File: config.mk
export PLATFORM = sky130hd
export DESIGN_NAME = letterbox_border_detector
export DESIGN_NICKNAME = d
export VERILOG_FILES = /design/src/sv/lbd_pkg.sv /design/src/sv/lbd_scan.sv /design/src/sv/lbd_merge.sv /design/src/sv/letterbox_border_detector.sv
export SDC_FILE = /design/constraint.sdc
export NUM_CORES = 2
export LEC_CHECK = 0
export BUFFER_PORTS_ARGS = -buffer_cell sky130_fd_sc_hd__buf_4
export CAP_MARGIN = 20
export CORE_MARGIN = 2
export CORE_UTILIZATION = 59
export DETAILED_ROUTE_END_ITERATION = 8
export GPL_ROUTABILITY_DRIVEN = 0
export PLACE_DENSITY_LB_ADDON = 0.3
export SLEW_MARGIN = 20
export SYNTH_ARGS = -nofsm -noshare
export SYNTH_HDL_FRONTEND = slang
export SYNTH_SLANG_ARGS = --single-unit
File: constraint.sdc
create_clock -name clk -period 8 [get_ports clk]
set_clock_uncertainty 0.2 [all_clocks]
set_input_delay 1.2 -clock clk [delete_from_list [all_inputs] [get_ports clk]]
set_output_delay 1.2 -clock clk [all_outputs]
set_load 0.03 [all_outputs]
File: src/sv/lbd_pkg.sv
package lbd_pkg;

    // Fixed widths of the stream fields
    localparam int EDGE_W    = 14;
    localparam int CHAN_W    = 8;
    localparam int SHIFT_W   = 3;
    localparam int CFG_IDX_W = 2;
    localparam int CFG_DAT_W = 14;

    // Register reset values
    localparam logic [CFG_DAT_W-1:0] RESET_FRAME_WIDTH  = 14'd1920;
    localparam logic [CFG_DAT_W-1:0] RESET_FRAME_HEIGHT = 14'd1080;
    localparam logic [SHIFT_W-1:0]   RESET_DARK_SHIFT   = 3'd2;

    // Register map
    typedef enum logic [CFG_IDX_W-1:0] {
        CFG_FRAME_WIDTH  = 2'd0,
        CFG_FRAME_HEIGHT = 2'd1,
        CFG_DARK_SHIFT   = 2'd2
    } cfg_reg_t;

    // Word kinds
    localparam logic KIND_PIXEL = 1'b0;
    localparam logic KIND_CLEAR = 1'b1;

    // floor(n / 10) == (n * 52429) >> 19 for every n below 43699
    localparam int DIV10_MUL_W = 16;
    localparam logic [DIV10_MUL_W-1:0] DIV10_MUL = 16'd52429;
    localparam int DIV10_SHIFT = 19;

    // Sample lines sit at k * (dim / 10) for k in this range
    localparam int SAMPLE_K_LO = 2;
    localparam int SAMPLE_K_HI = 9;

    // Event handed from the scan stage to the merge stage
    typedef struct packed {
        logic clear;        // drop the accumulated bounds
        logic top_found;    // a bright row above the middle was seen
        logic bottom_found; // a bright row below the middle was seen
        logic left_found;   // a bright column left of the middle was seen
        logic right_found;  // a bright column right of the middle was seen
    } evt_flags_t;

endpackage

File: src/sv/lbd_scan.sv
module lbd_scan
    import lbd_pkg::*;
#(
    parameter int MAX_DIM = 8192
)
(
    input  logic                                 clk,
    input  logic                                 rst_n,
    input  logic                                 in_valid,
    output logic                                 in_ready,
    input  logic                                 kind,
    input  logic [CHAN_W-1:0]                    red,
    input  logic [CHAN_W-1:0]                    green,
    input  logic [CHAN_W-1:0]                    blue,
    input  logic                                 frame_start,
    input  logic [$clog2(MAX_DIM+1)-1:0]         frame_w,
    input  logic [$clog2(MAX_DIM+1)-1:0]         frame_h,
    input  logic [$clog2(MAX_DIM+1)-1:0]         step_w,
    input  logic [$clog2(MAX_DIM+1)-1:0]         step_h,
    input  logic [SHIFT_W-1:0]                   shift,
    output logic                                 evt_valid,
    input  logic                                 evt_ready,
    output evt_flags_t                           evt_flags,
    output logic [$clog2(MAX_DIM)-1:0]           evt_top_row,
    output logic [$clog2(MAX_DIM)-1:0]           evt_bottom_row,
    output logic [$clog2(MAX_DIM)-1:0]           evt_left_col,
    output logic [$clog2(MAX_DIM)-1:0]           evt_right_col,
    output logic [$clog2(MAX_DIM+1)-1:0]         evt_w,
    output logic [$clog2(MAX_DIM+1)-1:0]         evt_h
);

    localparam int DIM_W  = $clog2(MAX_DIM + 1);
    localparam int POS_W  = $clog2(MAX_DIM);
    localparam int MARK_W = DIM_W + 4;

    // input word register
    logic              s_valid_reg;
    logic              s_kind_reg;
    logic [CHAN_W-1:0] s_red_reg;
    logic [CHAN_W-1:0] s_green_reg;
    logic [CHAN_W-1:0] s_blue_reg;
    logic              s_start_reg;

    // raster position and per-frame finds
    logic [POS_W-1:0] col_reg, col_next;
    logic [POS_W-1:0] row_reg, row_next;
    logic [POS_W-1:0] fbr_reg, fbr_next;
    logic [POS_W-1:0] lbr_reg, lbr_next;
    logic [POS_W-1:0] fbc_reg, fbc_next;
    logic [POS_W-1:0] lbc_reg, lbc_next;
    logic             fbr_ok_reg, fbr_ok_next;
    logic             lbr_ok_reg, lbr_ok_next;
    logic             fbc_ok_reg, fbc_ok_next;
    logic             lbc_ok_reg, lbc_ok_next;

    // event register
    logic              evt_valid_reg;
    evt_flags_t        evt_flags_reg, evt_flags_next;
    logic [POS_W-1:0]  evt_top_reg, evt_bottom_reg, evt_left_reg, evt_right_reg;
    logic [DIM_W-1:0]  evt_w_reg, evt_h_reg;

    logic             s_fire;
    logic             needs_evt;
    logic             is_pixel;
    logic             bright;
    logic             col_sampled;
    logic             row_sampled;
    logic             line_end;
    logic             frame_end;
    logic [POS_W-1:0] c, y;
    logic [POS_W-1:0] fbr_base, lbr_base, fbc_base, lbc_base;
    logic             fbr_ok_base, lbr_ok_base, fbc_ok_base, lbc_ok_base;
    logic [DIM_W-1:0] half_w, half_h;
    logic [DIM_W-1:0] c_inc, y_inc;

    // position lies on one of the sample lines k*step; with a zero step only 0 counts
    function automatic logic is_sample(input logic [POS_W-1:0] pos,
                                       input logic [DIM_W-1:0] step);
        logic              hit;
        logic [MARK_W-1:0] mark;
        hit  = 1'b0;
        mark = '0;
        if (step == '0) begin
            hit = (pos == '0);
        end
        else begin
            for (int k = SAMPLE_K_LO; k <= SAMPLE_K_HI; k++) begin
                mark = MARK_W'(step) * MARK_W'(k);
                hit  = hit | (MARK_W'(pos) == mark);
            end
        end
        return hit;
    endfunction

    assign is_pixel = (s_kind_reg == KIND_PIXEL);
    assign half_w   = frame_w >> 1;
    assign half_h   = frame_h >> 1;

    always_comb
    begin
        // frame start restarts the raster and the finds before the pixel counts
        c           = s_start_reg ? '0   : col_reg;
        y           = s_start_reg ? '0   : row_reg;
        fbr_base    = s_start_reg ? '0   : fbr_reg;
        lbr_base    = s_start_reg ? '0   : lbr_reg;
        fbc_base    = s_start_reg ? '0   : fbc_reg;
        lbc_base    = s_start_reg ? '0   : lbc_reg;
        fbr_ok_base = s_start_reg ? 1'b0 : fbr_ok_reg;
        lbr_ok_base = s_start_reg ? 1'b0 : lbr_ok_reg;
        fbc_ok_base = s_start_reg ? 1'b0 : fbc_ok_reg;
        lbc_ok_base = s_start_reg ? 1'b0 : lbc_ok_reg;

        bright = |{s_red_reg >> shift, s_green_reg >> shift, s_blue_reg >> shift};
        col_sampled = bright && is_sample(c, step_w);
        row_sampled = bright && is_sample(y, step_h);

        fbr_next    = fbr_base;
        lbr_next    = lbr_base;
        fbc_next    = fbc_base;
        lbc_next    = lbc_base;
        fbr_ok_next = fbr_ok_base;
        lbr_ok_next = lbr_ok_base;
        fbc_ok_next = fbc_ok_base;
        lbc_ok_next = lbc_ok_base;

        if (col_sampled && (DIM_W'(y) < half_h) && !fbr_ok_base) begin
            fbr_next    = y;
            fbr_ok_next = 1'b1;
        end
        if (col_sampled && (DIM_W'(y) > half_h)) begin
            lbr_next    = y;
            lbr_ok_next = 1'b1;
        end
        if (row_sampled && (DIM_W'(c) < half_w) && (!fbc_ok_base || c < fbc_base)) begin
            fbc_next    = c;
            fbc_ok_next = 1'b1;
        end
        if (row_sampled && (DIM_W'(c) > half_w) && (!lbc_ok_base || c > lbc_base)) begin
            lbc_next    = c;
            lbc_ok_next = 1'b1;
        end

        // a column at or past the width (size shrunk) wraps at once; a row past the height wraps at the line end
        c_inc     = DIM_W'(c) + DIM_W'(1);
        y_inc     = DIM_W'(y) + DIM_W'(1);
        line_end  = !(c_inc < frame_w);
        frame_end = line_end && !(y_inc < frame_h);

        col_next = line_end ? '0 : POS_W'(c_inc);
        if (!line_end) begin
            row_next = y;
        end
        else if (frame_end) begin
            row_next = '0;
        end
        else begin
            row_next = POS_W'(y_inc);
        end

        evt_flags_next.clear        = !is_pixel;
        evt_flags_next.top_found    = fbr_ok_next;
        evt_flags_next.bottom_found = lbr_ok_next;
        evt_flags_next.left_found   = fbc_ok_next;
        evt_flags_next.right_found  = lbc_ok_next;
    end

    assign needs_evt = !is_pixel || frame_end;
    assign s_fire    = s_valid_reg && (!needs_evt || !evt_valid_reg || evt_ready);
    assign in_ready  = !s_valid_reg || s_fire;

    always_ff @(posedge clk or negedge rst_n)
    begin
        if (!rst_n) begin
            s_valid_reg <= 1'b0;
        end
        else if (in_ready) begin
            s_valid_reg <= in_valid;
        end
    end

    always_ff @(posedge clk)
    begin
        if (in_ready && in_valid) begin
            s_kind_reg  <= kind;
            s_red_reg   <= red;
            s_green_reg <= green;
            s_blue_reg  <= blue;
            s_start_reg <= frame_start;
        end
    end

    always_ff @(posedge clk or negedge rst_n)
    begin
        if (!rst_n) begin
            col_reg    <= '0;
            row_reg    <= '0;
            fbr_reg    <= '0;
            lbr_reg    <= '0;
            fbc_reg    <= '0;
            lbc_reg    <= '0;
            fbr_ok_reg <= 1'b0;
            lbr_ok_reg <= 1'b0;
            fbc_ok_reg <= 1'b0;
            lbc_ok_reg <= 1'b0;
        end
        else if (s_fire && is_pixel) begin
            col_reg <= col_next;
            row_reg <= row_next;
            if (frame_end) begin
                fbr_reg    <= '0;
                lbr_reg    <= '0;
                fbc_reg    <= '0;
                lbc_reg    <= '0;
                fbr_ok_reg <= 1'b0;
                lbr_ok_reg <= 1'b0;
                fbc_ok_reg <= 1'b0;
                lbc_ok_reg <= 1'b0;
            end
            else begin
                fbr_reg    <= fbr_next;
                lbr_reg    <= lbr_next;
                fbc_reg    <= fbc_next;
                lbc_reg    <= lbc_next;
                fbr_ok_reg <= fbr_ok_next;
                lbr_ok_reg <= lbr_ok_next;
                fbc_ok_reg <= fbc_ok_next;
                lbc_ok_reg <= lbc_ok_next;
            end
        end
    end

    always_ff @(posedge clk or negedge rst_n)
    begin
        if (!rst_n) begin
            evt_valid_reg <= 1'b0;
        end
        else if (s_fire && needs_evt) begin
            evt_valid_reg <= 1'b1;
        end
        else if (evt_ready) begin
            evt_valid_reg <= 1'b0;
        end
    end

    always_ff @(posedge clk)
    begin
        if (s_fire && needs_evt) begin
            evt_flags_reg  <= evt_flags_next;
            evt_top_reg    <= fbr_next;
            evt_bottom_reg <= lbr_next;
            evt_left_reg   <= fbc_next;
            evt_right_reg  <= lbc_next;
            evt_w_reg      <= frame_w;
            evt_h_reg      <= frame_h;
        end
    end

    assign evt_valid      = evt_valid_reg;
    assign evt_flags      = evt_flags_reg;
    assign evt_top_row    = evt_top_reg;
    assign evt_bottom_row = evt_bottom_reg;
    assign evt_left_col   = evt_left_reg;
    assign evt_right_col  = evt_right_reg;
    assign evt_w          = evt_w_reg;
    assign evt_h          = evt_h_reg;

endmodule

File: src/sv/lbd_merge.sv
module lbd_merge
    import lbd_pkg::*;
#(
    parameter int MAX_DIM = 8192
)
(
    input  logic                         clk,
    input  logic                         rst_n,
    input  logic                         evt_valid,
    output logic                         evt_ready,
    input  evt_flags_t                   evt_flags,
    input  logic [$clog2(MAX_DIM)-1:0]   evt_top_row,
    input  logic [$clog2(MAX_DIM)-1:0]   evt_bottom_row,
    input  logic [$clog2(MAX_DIM)-1:0]   evt_left_col,
    input  logic [$clog2(MAX_DIM)-1:0]   evt_right_col,
    input  logic [$clog2(MAX_DIM+1)-1:0] evt_w,
    input  logic [$clog2(MAX_DIM+1)-1:0] evt_h,
    output logic                         out_valid,
    input  logic                         out_ready,
    output logic [EDGE_W-1:0]            left_edge,
    output logic [EDGE_W-1:0]            right_edge,
    output logic [EDGE_W-1:0]            top_edge,
    output logic [EDGE_W-1:0]            bottom_edge
);

    localparam int DIM_W = $clog2(MAX_DIM + 1);

    logic [DIM_W-1:0] acc_left_reg, acc_left_next;
    logic [DIM_W-1:0] acc_right_reg, acc_right_next;
    logic [DIM_W-1:0] acc_top_reg, acc_top_next;
    logic [DIM_W-1:0] acc_bottom_reg, acc_bottom_next;
    logic             left_ok_reg, right_ok_reg, top_ok_reg, bottom_ok_reg;

    logic              out_valid_reg;
    logic [EDGE_W-1:0] left_reg, right_reg, top_reg, bottom_reg;

    logic [DIM_W-1:0] half_w, half_h;
    logic [DIM_W-1:0] top_cand, bottom_cand, left_cand, right_cand;
    logic             evt_fire;

    // edge candidates one line next to the outer frame border are rejected
    function automatic logic allowed(input logic [DIM_W-1:0] cand,
                                     input logic [DIM_W-1:0] dim);
        return (cand != DIM_W'(1)) && ((DIM_W+1)'(cand) + (DIM_W+1)'(2) != (DIM_W+1)'(dim));
    endfunction

    assign half_w = evt_w >> 1;
    assign half_h = evt_h >> 1;

    always_comb
    begin
        top_cand    = evt_flags.top_found    ? DIM_W'(evt_top_row) + DIM_W'(1)    : half_h;
        bottom_cand = evt_flags.bottom_found ? DIM_W'(evt_bottom_row) - DIM_W'(1) : half_h;
        left_cand   = evt_flags.left_found   ? DIM_W'(evt_left_col) + DIM_W'(1)   : half_w;
        right_cand  = evt_flags.right_found  ? DIM_W'(evt_right_col) - DIM_W'(1)  : half_w;

        // merge, then fill anything still unset with the full-frame default
        if (allowed(top_cand, evt_h) && (!top_ok_reg || top_cand < acc_top_reg)) begin
            acc_top_next = top_cand;
        end
        else if (top_ok_reg) begin
            acc_top_next = acc_top_reg;
        end
        else begin
            acc_top_next = '0;
        end

        if (allowed(bottom_cand, evt_h) && (!bottom_ok_reg || bottom_cand > acc_bottom_reg)) begin
            acc_bottom_next = bottom_cand;
        end
        else if (bottom_ok_reg) begin
            acc_bottom_next = acc_bottom_reg;
        end
        else begin
            acc_bottom_next = evt_h;
        end

        if (allowed(left_cand, evt_w) && (!left_ok_reg || left_cand < acc_left_reg)) begin
            acc_left_next = left_cand;
        end
        else if (left_ok_reg) begin
            acc_left_next = acc_left_reg;
        end
        else begin
            acc_left_next = '0;
        end

        if (allowed(right_cand, evt_w) && (!right_ok_reg || right_cand > acc_right_reg)) begin
            acc_right_next = right_cand;
        end
        else if (right_ok_reg) begin
            acc_right_next = acc_right_reg;
        end
        else begin
            acc_right_next = evt_w;
        end
    end

    // clears never wait; a frame result waits for a free output register
    assign evt_ready = evt_flags.clear || !out_valid_reg || out_ready;
    assign evt_fire  = evt_valid && evt_ready;

    always_ff @(posedge clk or negedge rst_n)
    begin
        if (!rst_n) begin
            left_ok_reg   <= 1'b0;
            right_ok_reg  <= 1'b0;
            top_ok_reg    <= 1'b0;
            bottom_ok_reg <= 1'b0;
        end
        else if (evt_fire) begin
            left_ok_reg   <= !evt_flags.clear;
            right_ok_reg  <= !evt_flags.clear;
            top_ok_reg    <= !evt_flags.clear;
            bottom_ok_reg <= !evt_flags.clear;
        end
    end

    always_ff @(posedge clk)
    begin
        if (evt_fire && !evt_flags.clear) begin
            acc_left_reg   <= acc_left_next;
            acc_right_reg  <= acc_right_next;
            acc_top_reg    <= acc_top_next;
            acc_bottom_reg <= acc_bottom_next;
            left_reg       <= EDGE_W'(acc_left_next);
            right_reg      <= EDGE_W'(acc_right_next);
            top_reg        <= EDGE_W'(acc_top_next);
            bottom_reg     <= EDGE_W'(acc_bottom_next);
        end
    end

    always_ff @(posedge clk or negedge rst_n)
    begin
        if (!rst_n) begin
            out_valid_reg <= 1'b0;
        end
        else if (evt_fire && !evt_flags.clear) begin
            out_valid_reg <= 1'b1;
        end
        else if (out_ready) begin
            out_valid_reg <= 1'b0;
        end
    end

    assign out_valid   = out_valid_reg;
    assign left_edge   = left_reg;
    assign right_edge  = right_reg;
    assign top_edge    = top_reg;
    assign bottom_edge = bottom_reg;

endmodule

File: src/sv/letterbox_border_detector.sv
// Throughput: one word per cycle, pixels and clear words alike, while out_ready does not hold back a result.
// A frame's crop window shows on out_valid once its last pixel has passed the input, event and output registers.
// Pipeline: input register -> scan (raster counters, finds) -> event register -> merge -> output.
// Reset (async, active low): size 1920 x 1080, dark_shift 2, raster at 0, no finds,
// all four accumulated bounds unset. No clearing pass.
module letterbox_border_detector
    import lbd_pkg::*;
#(
    parameter int MAX_DIM = 8192
)
(
    input  logic                 clk,
    input  logic                 rst_n,
    // pixel / control words
    input  logic                 in_valid,
    output logic                 in_ready,
    input  logic                 kind,
    input  logic [CHAN_W-1:0]    red,
    input  logic [CHAN_W-1:0]    green,
    input  logic [CHAN_W-1:0]    blue,
    input  logic                 frame_start,
    // crop window words
    output logic                 out_valid,
    input  logic                 out_ready,
    output logic [EDGE_W-1:0]    left_edge,
    output logic [EDGE_W-1:0]    right_edge,
    output logic [EDGE_W-1:0]    top_edge,
    output logic [EDGE_W-1:0]    bottom_edge,
    // register writes
    input  logic                 cfg_valid,
    output logic                 cfg_ready,
    input  logic [CFG_IDX_W-1:0] cfg_index,
    input  logic [CFG_DAT_W-1:0] cfg_data
);

    localparam int DIM_W  = $clog2(MAX_DIM + 1);
    localparam int POS_W  = $clog2(MAX_DIM);
    localparam int CMP_W  = (DIM_W > CFG_DAT_W) ? DIM_W : CFG_DAT_W;
    localparam int PROD_W = DIM_W + DIV10_MUL_W;
    localparam logic [CMP_W-1:0] MAX_DIM_C = CMP_W'(MAX_DIM);

    // Raw registers as written over the register port.
    logic [CFG_DAT_W-1:0] width_reg;
    logic [CFG_DAT_W-1:0] height_reg;
    logic [SHIFT_W-1:0]   shift_reg;

    // Derived geometry, re-registered every cycle from the raw registers. Writes must only
    // land while the pipe is empty, a rule for the user that the block does not enforce. A word
    // taken right after a write reaches the scan logic from the input register, when these hold the new size.
    logic [DIM_W-1:0] frame_w_reg, frame_w_next;
    logic [DIM_W-1:0] frame_h_reg, frame_h_next;
    logic [DIM_W-1:0] step_w_reg, step_w_next;
    logic [DIM_W-1:0] step_h_reg, step_h_next;

    logic [PROD_W-1:0] prod_w, prod_h;

    // scan -> merge
    logic              evt_valid;
    logic              evt_ready;
    evt_flags_t        evt_flags;
    logic [POS_W-1:0]  evt_top_row, evt_bottom_row, evt_left_col, evt_right_col;
    logic [DIM_W-1:0]  evt_w, evt_h;

    // sizes are held to 1..MAX_DIM
    function automatic logic [DIM_W-1:0] clamp_dim(input logic [CFG_DAT_W-1:0] raw);
        logic [CMP_W-1:0] v;
        v = CMP_W'(raw);
        if (v == '0) begin
            v = CMP_W'(1);
        end
        else if (v > MAX_DIM_C) begin
            v = MAX_DIM_C;
        end
        return DIM_W'(v);
    endfunction

    assign cfg_ready = 1'b1;

    always_ff @(posedge clk or negedge rst_n)
    begin
        if (!rst_n) begin
            width_reg  <= RESET_FRAME_WIDTH;
            height_reg <= RESET_FRAME_HEIGHT;
            shift_reg  <= RESET_DARK_SHIFT;
        end
        else if (cfg_valid && cfg_ready) begin
            unique case (cfg_reg_t'(cfg_index))
                CFG_FRAME_WIDTH:  width_reg  <= cfg_data;
                CFG_FRAME_HEIGHT: height_reg <= cfg_data;
                CFG_DARK_SHIFT:   shift_reg  <= cfg_data[SHIFT_W-1:0];
                default:          ;
            endcase
        end
    end

    // Sample spacing = size / 10 by reciprocal multiply.
    always_comb
    begin
        frame_w_next = clamp_dim(width_reg);
        frame_h_next = clamp_dim(height_reg);
        prod_w       = PROD_W'(frame_w_next) * PROD_W'(DIV10_MUL);
        prod_h       = PROD_W'(frame_h_next) * PROD_W'(DIV10_MUL);
        step_w_next  = DIM_W'(prod_w >> DIV10_SHIFT);
        step_h_next  = DIM_W'(prod_h >> DIV10_SHIFT);
    end

    always_ff @(posedge clk)
    begin
        frame_w_reg <= frame_w_next;
        frame_h_reg <= frame_h_next;
        step_w_reg  <= step_w_next;
        step_h_reg  <= step_h_next;
    end

    // Raster tracking and per-frame bright row / column search.
    lbd_scan #(
        .MAX_DIM (MAX_DIM)
    ) u_scan (
        .clk            (clk),
        .rst_n          (rst_n),
        .in_valid       (in_valid),
        .in_ready       (in_ready),
        .kind           (kind),
        .red            (red),
        .green          (green),
        .blue           (blue),
        .frame_start    (frame_start),
        .frame_w        (frame_w_reg),
        .frame_h        (frame_h_reg),
        .step_w         (step_w_reg),
        .step_h         (step_h_reg),
        .shift          (shift_reg),
        .evt_valid      (evt_valid),
        .evt_ready      (evt_ready),
        .evt_flags      (evt_flags),
        .evt_top_row    (evt_top_row),
        .evt_bottom_row (evt_bottom_row),
        .evt_left_col   (evt_left_col),
        .evt_right_col  (evt_right_col),
        .evt_w          (evt_w),
        .evt_h          (evt_h)
    );

    // Cross-frame min/max accumulation and the output word register.
    lbd_merge #(
        .MAX_DIM (MAX_DIM)
    ) u_merge (
        .clk            (clk),
        .rst_n          (rst_n),
        .evt_valid      (evt_valid),
        .evt_ready      (evt_ready),
        .evt_flags      (evt_flags),
        .evt_top_row    (evt_top_row),
        .evt_bottom_row (evt_bottom_row),
        .evt_left_col   (evt_left_col),
        .evt_right_col  (evt_right_col),
        .evt_w          (evt_w),
        .evt_h          (evt_h),
        .out_valid      (out_valid),
        .out_ready      (out_ready),
        .left_edge      (left_edge),
        .right_edge     (right_edge),
        .top_edge       (top_edge),
        .bottom_edge    (bottom_edge)
    );

endmodule
==> summary.md <==
| Metric | Value |
|---|---|
| Starting density of the core | `59.5%` |
| Non-filler instance count after layout | `around 4400` |
| M1 GR Usage | `about 41%` |
| Antenna-violating nets left | `0` |
| Power per standard cell area | `414 nW/um^2` |
| Number of global-route vias before repair | `26100` |
| Max-slew violations | `0` |
| Worst VDD drop | `about 0.31 mV` |
| CP Capture Type | `flop` |
| Worst hold path class | `reg2reg` |
| Rows | `87` |
| DRC | `0` |
| Drt wl/cell | `between 15 and 20 um` |
| Cells after Synth | `between 3000 and 4000` |
| Status | `complete, no violations` |
| DIE HEIGHT | `roughly 240 um` |
| GR Overflow Total | `0` |
| CTS sink cnt | `334` |
| Clock root buffer | `clkbuf_16` |
| Area of the die | `roughly 59000 sq um` |
| Clk pin slew, worst setup/hold paths | `approximately 0.060 ns` |
| Kind of critical path | `reg2reg` |
| Worst-margin pin slew | `between 1 and 1.5 ns` |
| Filler Cells Inserted | `between 4000 and 5000` |
| Max Freq | `approximately 140 MHz` |
| Final instance area | `36300 sq um` |
| Max_cap viols | `0` |
| CTS Buf Count | `39` |
| CTS resizes | `0` |
| Syn avg cell area | `9.32 sq um` |
| Worst Path Required | `between 8 and 9 ns` |
| Die X | `242 um` |
| Worst Hold Slack | `0.274 ns` |
| Main flop type after synthesis | `edfxtp_1` |
| Global-route wire length before repair | `around 140000 um` |
| Top cell type's share of synthesized area | `17.1%` |
| 1st-pass router iterations | `6` |
| Met2 usage | `approximately 45%` |
| Global route hottest layer | `met2` |
| Arrival time at the worst endpoint | `~7.4 ns` |
| Via Count | `27000` |
| Power, Total | `between 15 and 20 mW` |
| GRT Util Overall | `about 29%` |
| Area leader, netlist | `ha_1` |
| Leakage | `16.3 nW` |
| Final Setup Violations | `0` |
| RSZ-0062 raised after global routing | `false` |
| PortBufs | `104` |
| Yosys cell types | `99` |
| DRT iter0 DRCs | `2424` |
| Synth-to-Final Area Change | `8.53%` |
| CTS max path bufs | `3` |
| Share of cells above drive strength 1 | `under 10%` |
| CTS tree | `done` |
| Post-synth EDFFs | `167` |
| CP max FO | `5` |
| Post-layout minimum cycle time | `between 7 and 8 ns` |
| Seq/Total Area, Yosys | `26.7%` |
| Top post-synthesis cells by area | `ha_1, edfxtp_1, fa_1, dfrtp_1, xnor2_1` |
| Fin crit share | `between 80% and 90%` |
| Global-route met3 utilization | `4.38%` |
| DRT Wirelength | `around 85000 um` |
| Core Region | `~56000 sq um` |
| Nets@finish | `~4300` |
| Synthesized area | `33500 sq um` |
| Synthesized Nets | `between 4000 and 5000` |
| Post-Place Cells | `4348` |
| CP startpoint kind | `flop` |
| Largest net degree at the start of global routing | `slightly above 80` |
| Vias per inst | `slightly above 6` |
| Post-CTS setup buffers | `0` |
| Initial antenna violation count | `3` |
| Async SR Flop Fraction | `between 30% and 40%` |
| Placed cell area | `roughly 35000 sq um` |
| Final hold vios | `0` |
| I/O pin cnt | `between 100 and 150` |
| Maximum level of the CTS H-tree | `2` |
| Relative slew slack | `between 20% and 30%` |
| Synth Register Bits | `334` |
| Ys Warns | `0` |
| # hold bufs at CTS | `0` |
| Post-DP HPWL | `between 60000 and 70000 um` |
| Final setup TNS | `0 ns` |
| # diodes | `0` |
| Clk_lat worst skew | `0.57 ns` |
==> worst paths after layout <==
| check | from | endpoint | cells past startpoint | slack, ns |
|---|---|---|---|---|
| worst max-delay path | height_reg[12] | step_h_reg[10] | 24 | 0.81 |
| worst min-delay path | u_scan.evt_valid | u_merge.bottom_ok_reg | 1 | 0.27 |
| worst max register to register | height_reg[12] | step_h_reg[10] | 24 | 0.81 |
| worst min register to register | u_scan.evt_valid | u_merge.bottom_ok_reg | 1 | 0.27 |
| max in group asynchronous | rst_n | u_scan.fbr_reg[2] | 2 | 5.74 |
| min in group asynchronous | rst_n | shift_reg[2] | 1 | 0.46 |
==> metal layers <==
metal	share of wire, %	vias up
met1	45	12900
met4	3.2	0
met2	44	1042
li1	-	12900
met3	8.1	177
met5	0	-
==> cells in the mapped netlist (all sizes together), types with 21 or more instances <==
master / count
o32ai: 25
nand4: 58
a21oi: 143
nand3: 79
or2: 22
mux2i: 37
o21a: 21
clkbuf: 114
nor3: 60
nor4: 33
dfrtp: 108
mux2: 53
buf: 40
inv: 380
edfxtp: 167
dfxtp: 50
o21ai: 173
ha: 459
a21o: 74
a22o: 52
and3: 30
o31ai: 22
nand2b: 37
xnor2: 251
or4: 22
nor2: 226
fa: 136
nor4bb: 24
nand2: 212
nor2b: 56
xor2: 71
a31oi: 57
==> final cells by class <==
cell class	count	area (sq um)	share of cell area, %
multi-input combinational	2718	22500	61.9
sequential	334	8950	24.6
inverter	387	1450	4.00
timing repair buffer	154	1160	3.18
clock buffer	49	1070	2.93
tap	756	946	2.60
clock inverter	22	277	0.761
==> cell usage in the layout, fill, tap and decap left out, types with 77 or more instances in the layout <==
cell,netlist,final
dfrtp_1,108,108
edfxtp_1,167,167
xnor2_1,251,251
nand2_1,212,212
inv_1,373,373
ha_1,459,459
nand3_1,77,77
nor2_1,226,225
o21ai_0,171,171
a21oi_1,142,141
buf_4,2,154
fa_1,136,136
==> through the flow <==
stage / util (%) / setup WS (ns)
2_1_floorplan: - / 0.186
3_3_place_gp: 62.1 / 1.00
3_5_place_dp: 62.1 / 0.905
4_1_cts: 64.5 / 0.839
5_1_grt: 64.6 / 0.206
6_report: 64.6 / 0.807
==> cell families (layout without fill, tap and decap cells) <==
kind of cell / after synthesis / in the layout / share of synthesized area, %
buffers and inverters: 541 / 612 / 6.21
XOR/XNOR: 323 / 323 / 8.49
adder cells (fa/ha/maj): 595 / 595 / 25.3
AO/OA/AOI/OAI: 760 / 760 / 15.5
AND/OR/NAND/NOR: 949 / 949 / 14.7
flip-flops: 334 / 334 / 26.7
other: 1 / 1 / 0.0112
multiplexers: 90 / 90 / 3.01
==> power by group <==
| group | switching, mW | total (mW) | internal, mW |
|---|---|---|---|
| clock network | 0.756 | 1.87 | 1.12 |
| registers | 0.330 | 2.37 | 2.04 |
| logic | 5.86 | 10.8 | 4.92 |
==> worst max-delay path: stages (launching register included) <==
cell and delay (ns):
dfrtp_1 0.40, nor4_1 0.35, nand4_1 0.22, nand2_1 0.15
nand2_1 0.16, inv_1 0.23, ha_1 0.32, xnor2_1 0.33
fa_1 0.53, fa_1 0.56, inv_1 0.06, fa_1 0.48
ha_1 0.31, ha_1 0.32, a21o_1 0.17, a21o_1 0.17
a21oi_1 0.13, o21ai_0 0.10, a22o_1 0.20, a2111oi_0 0.46
o21bai_1 0.23, a31o_2 0.32, a221oi_1 0.41, o21bai_1 0.13
xnor2_1 0.13
No activity file was read; power rests on OpenSTA's default activity.
